## src/hdl/tsvp_pkg.sv

```systemverilog
// Package for the Taylor-series state-vector propagator.
// Holds the state encoding, register indexes, field widths and saturation helper.
// No dependencies.
`timescale 1ns / 1ps

package tsvp_pkg;

    localparam int DATA_W     = 32;
    localparam int CFG_IDX_W  = 3;
    localparam int CFG_DATA_W = 31;
    localparam int SEG_W      = 16;
    localparam int QCNT_W     = 3;
    localparam int WIDE_W     = 68;

    typedef logic [CFG_IDX_W-1:0] cfg_index_t;

    localparam cfg_index_t REG_EVOLVE_TIME   = 3'd0;
    localparam cfg_index_t REG_STEP_SIZE     = 3'd1;
    localparam cfg_index_t REG_TOLERANCE     = 3'd2;
    localparam cfg_index_t REG_SEGMENT_INDEX = 3'd3;
    localparam cfg_index_t REG_QUBIT_COUNT   = 3'd4;

    typedef enum logic [3:0] {
        ST_LOAD,
        ST_SETUP,
        ST_TERM,
        ST_NB,
        ST_ALU,
        ST_DIV,
        ST_POST,
        ST_NEXT,
        ST_OUT_RD,
        ST_OUT_SHOW
    } state_t;

    // Clamps a wide signed value into the 32-bit signed range.
    function automatic logic signed [DATA_W-1:0] sat32(input logic signed [WIDE_W-1:0] v);
        logic signed [WIDE_W-1:0] hi_lim;
        logic signed [WIDE_W-1:0] lo_lim;
        hi_lim = WIDE_W'(32'sh7FFF_FFFF);
        lo_lim = WIDE_W'(32'sh8000_0000);
        if (v > hi_lim)
            return 32'sh7FFF_FFFF;
        else if (v < lo_lim)
            return 32'sh8000_0000;
        else
            return v[DATA_W-1:0];
    endfunction

endpackage

```

## src/hdl/tsvp_divider.sv

```systemverilog
// Bit-serial signed divider: quotient truncated toward zero, one bit per cycle.
// Uses tsvp_pkg for the data width.
`timescale 1ns / 1ps

module tsvp_divider #(
    parameter int DIV_W = 7
) (
    input  logic                     clk,
    input  logic                     rst_n,
    input  logic                     start,
    input  logic signed [31:0]       dividend,
    input  logic [DIV_W-1:0]         divisor,
    output logic                     done,
    output logic signed [31:0]       quotient
);
    import tsvp_pkg::*;

    localparam int CNT_W = $clog2(DATA_W);

    logic                busy_reg;
    logic                done_reg;
    logic [CNT_W-1:0]    cnt_reg;
    logic                neg_reg;
    logic [DATA_W-1:0]   quo_reg;
    logic [DIV_W-1:0]    rem_reg;
    logic [DIV_W-1:0]    den_reg;
    logic [DIV_W:0]      shifted;
    logic                fits;

    assign shifted = {rem_reg, quo_reg[DATA_W-1]};
    assign fits    = shifted >= {1'b0, den_reg};

    always_ff @(posedge clk or negedge rst_n)
    begin
        if (!rst_n)
        begin
            busy_reg <= 1'b0;
            done_reg <= 1'b0;
            cnt_reg  <= '0;
        end
        else
        begin
            done_reg <= 1'b0;
            if (start)
            begin
                busy_reg <= 1'b1;
                cnt_reg  <= '0;
            end
            else if (busy_reg)
            begin
                cnt_reg <= cnt_reg + 1'b1;
                if (cnt_reg == CNT_W'(DATA_W - 1))
                begin
                    busy_reg <= 1'b0;
                    done_reg <= 1'b1;
                end
            end
        end
    end

    always_ff @(posedge clk)
    begin
        if (start)
        begin
            neg_reg <= dividend[DATA_W-1];
            quo_reg <= dividend[DATA_W-1] ? 32'(-dividend) : dividend;
            rem_reg <= '0;
            den_reg <= divisor;
        end
        else if (busy_reg)
        begin
            if (fits)
            begin
                rem_reg <= DIV_W'(shifted - {1'b0, den_reg});
                quo_reg <= {quo_reg[DATA_W-2:0], 1'b1};
            end
            else
            begin
                rem_reg <= shifted[DIV_W-1:0];
                quo_reg <= {quo_reg[DATA_W-2:0], 1'b0};
            end
        end
    end

    assign done     = done_reg;
    assign quotient = neg_reg ? -$signed(quo_reg) : $signed(quo_reg);

endmodule
```

## config.mk

```make
export PLATFORM = sky130hd
export DESIGN_NAME = tsvp_divider
export DESIGN_NICKNAME = d
export VERILOG_FILES = /design/src/hdl/tsvp_pkg.sv /design/src/hdl/tsvp_divider.sv
export SDC_FILE = /design/constraint.sdc
export NUM_CORES = 1
export LEC_CHECK = 0
export ABC_AREA = 1
export BUFFER_PORTS_ARGS = -buffer_cell sky130_fd_sc_hd__buf_2
export CAP_MARGIN = 10
export CELL_PAD_IN_SITES_DETAIL_PLACEMENT = 1
export CELL_PAD_IN_SITES_GLOBAL_PLACEMENT = 2
export CORE_ASPECT_RATIO = 0.7
export CORE_MARGIN = 8
export CORE_UTILIZATION = 32
export DETAILED_ROUTE_END_ITERATION = 7
export GPL_ROUTABILITY_DRIVEN = 0
export PLACE_DENSITY_LB_ADDON = 0.1
export SLEW_MARGIN = 20
export SYNTH_ARGS = -nofsm -noshare
export SYNTH_HDL_FRONTEND = slang
export SYNTH_SLANG_ARGS = --single-unit
```

## constraint.sdc

```tcl
create_clock -name clk -period 2.6 [get_ports clk]
set_clock_uncertainty 0.1 [all_clocks]
set_input_delay 0.52 -clock clk [delete_from_list [all_inputs] [get_ports clk]]
set_output_delay 0.52 -clock clk [all_outputs]
set_load 0.05 [all_outputs]
```

==> metrics.md <==
| Metric | Value |
|---|---|
| Outcome | complete, no violations |
| Initial Util | 32.9% |
| Placement row count | 35 |
| Setup crit start kind | flip-flop |
| Peak Freq | 387 MHz |
| Via count | 4393 |
| Worst path top cell family by delay | simple AND/OR/NAND/NOR gates |
| DRC Markers | 0 |
| Post-synthesis sequential area ratio | 35.0% |
| Post-synthesis sequential element count | 54 |
| Post-synth EDFFs | 40 |
| 1st-iter DRT viols | ~260 |
| Antenna Nets Post-Route | 0 |
| Main synth FF type | edfxtp_1 |
| GRT overflow | 0 |
| Die ar. | 17600 um2 |
| Unique masters post-synth | 36 |
| GR Util met1 | 26.5% |
| Period utilization | 99.4% |
| Final WL | 15200 um |
| Die width | 155 um |
| Dominant cell type by area after synthesis | edfxtp_1 |
| Vias in the first global route | 4632 |
| Core ar. | about 13000 um2 |
| Worst skew pair latency | 0.29 ns |
| Bufs on Longest Clock Path | 2 |
| P&R area growth vs syn | 30.1% |
| Largest register FFs | 32 |
| Syn Nets | 674 |
| Crit path largest cell delay | 0.41 ns |
| Gate Count Post-Synth | 620 |
| Worst-path clk slew | 0.07 ns |
| Final Core Density | 42.8% |
| Setup TNS | 0 ns |
| N_diodes | 0 |
| Multi-input gate area | 2640 um2 |
| Filler Cell Count | 1695 |
| Port bufs | 74 |
| DP Wirelength | between 10000 and 15000 um |
| Vias/cell | 4.78 |
| Root Buffer Master | clkbuf_16 |
| Die Y | roughly 110 um |
| Critical-path cell list | inv_2 > ha_4 > nand3_4 > nor2_4 > nand3_2 > o21ai_4 > nand2_2 > o21ai_2 > nand2_1 > buf_6 |
| Worst-Margin Slew | 0.468 ns |
| Total GRT Usage | 17.2% |
| Fraction of layout cells with a size suffix above 1 | approximately a quarter |
| VDD IR-drop max | 306 uV |
| Post-Syn Area | 4330 um2 |
| Leakage | ~2.7 nW |
| Hold Path Class | in2reg |
| I/O pins | 75 |
| Share of the synthesized area in the top cell type | between 20 and 30% |
| Detailed Routing Iterations Pass 1 | 4 |
| H-Tree Depth | 2 |
| CP Buf/Inv Count | 2 |
| Synth area leaders | edfxtp_1, nand2_1, xor2_1 |
| Largest net degree at the start of global routing | 40 |
| Power per cell area | 638 nW/um2 |
| Final min period | 2.58 ns |
| M3 GR Usage | around 3.2% |
| TritonCTS Buffers | 5 |
| Data arrival, critical path | 1.96 ns |
| Global-route wire length before repair | 24700 um |
| Critical path peak fanout | 5 |
| CTS tree | done |
| Initial antenna violation count | 0 |
| Max stage delay cell, worst path | edfxtp_1 |
| Busiest grt layer | met1 |
| Clock sinks | 54 |
| Fin. Hold Viols | 0 |
| Crit end category | output port |
| Final setup fails | 0 |
| Register area | 1520 um2 |
| Ys async rst share | 13.0% |
| Synth Area per Inst | 6.99 um2 |
| Setup CP Type | reg2out |
| Slew Limit Fails | 0 |
| Max-cap viol count | 0 |
| DR WL/cell | 16.5 um |
| M2 GR Usage | 24.4% |
| Syn. warnings | 0 |
| Nets | 787 |
| Placed cell areas | approximately 5000 um2 |
| RSZ-0062 raised after global routing | true |
| Post-route cell area | approximately 5600 um2 |
| Slew headroom | 68.8% |
| Critical Path RT | 1.98 ns |
[area by class of cell]
class	instances	share of cell area [%]
sequential	54	26.9
inverter	85	5.71
tap	185	4.11
multi-input combinational	467	46.8
timing repair buffer	120	14.0
clock buffer	8	2.42
[worst reg2reg max path, delay by kind of cell (launching register included)]
family,cells,cell delay [ns]
flip-flops,1,0.47
buffers and inverters,2,0.21
AND/OR/NAND/NOR,3,0.31
AO/OA/AOI/OAI,3,0.49
adder cells (fa/ha/maj),2,0.65
[routing by layer]
layer | vias up | share of wire, % | routed length, um
met5 | - | 0 | 0
met4 | 0 | 0.60 | 91
met3 | 4 | 4.8 | 734
met2 | 93 | 39 | 5940
met1 | 2070 | 55 | 8440
li1 | 2226 | - | -
[layout by cell type, fill, tap and decap left out, drive strengths merged]
cell,Yosys,final
dlygate4sd3,0,1
nand4,13,13
a31oi,4,4
inv,85,85
o211ai,1,1
dfxtp,7,7
buf,7,117
nor3,9,9
edfxtp,40,40
a22o,2,2
nand3b,1,1
ha,11,11
xor2,38,38
fa,1,1
clkbuf,7,10
o21ai,58,58
a21oi,9,9
o32ai,1,1
o2111ai,1,1
o31ai,1,1
nand2,173,173
a21o,1,1
nor2,82,82
or2,1,1
nand3,51,51
and2,1,1
dfrtp,7,7
xnor2,8,8
[synth_stat cells, types with 3 or more instances]
master	count
nand2_1	170
inv_1	82
nor2_1	68
nand3_1	48
o21ai_0	48
edfxtp_1	40
xor2_1	38
nand4_1	13
nor2_2	12
ha_1	11
a21oi_1	9
nor3_1	9
xnor2_1	8
clkbuf_1	7
dfrtp_1	7
dfxtp_1	7
buf_2	5
o21ai_1	5
a31oi_1	4
o21ai_2	4
inv_2	3
nand2_2	3
nand3_2	3
[cell families (layout without fill, tap and decap cells)]
| logic type | Yosys count | after routing | synth area share, % |
|---|---|---|---|
| adders and majority gates | 12 | 12 | 3.64 |
| DFF | 54 | 54 | 35.0 |
| buffers and inverters | 99 | 213 | 8.89 |
| AOI/OAI and AO/OA | 78 | 78 | 10.3 |
| xor gates and xnor gates | 46 | 46 | 9.30 |
| and+or+nand+nor | 331 | 331 | 32.9 |
[worst paths after layout]
path	startpoint	to	slack, ns	cells past startpoint
worst min-delay path	divisor[3]	den_reg[3]	0.30	1
max in group asynchronous	rst_n	busy_reg	1.75	2
worst min register to register	rem_reg[5]	rem_reg[5]	0.40	2
worst max-delay path	quo_reg[1]	quotient[24]	0.02	10
worst max register to register	quo_reg[31]	rem_reg[4]	0.30	10
min in group asynchronous	rst_n	cnt_reg[0]	0.49	2
[metrics by stage]
step           hold WS, ns  total power [mW]  cells  setup slack (ns)
6_report             0.300              3.59    919            0.0159
5_1_grt              0.296              3.82    919            -0.122
4_1_cts              0.294              3.50    898           -0.0228
3_5_place_dp         0.261              2.74    879             0.116
3_3_place_gp         0.261              2.69    879             0.189
2_1_floorplan        0.124              2.28    620           0.00132
[power by group]
part,internal (mW),switching [mW]
Clock,0.360,0.294
Sequential,1.06,0.113
Combinational,0.581,1.18
Total,2.01,1.59
[what timing repair did]
action                     CTS  global route
gates resized for setup     34            47
buffers inserted            10            21
setup endpoints to repair   20            23
hold buffers                 1             0
pin swaps                    5            12
hold endpoints to repair     7             0
(Power assumes the default switching activity.)
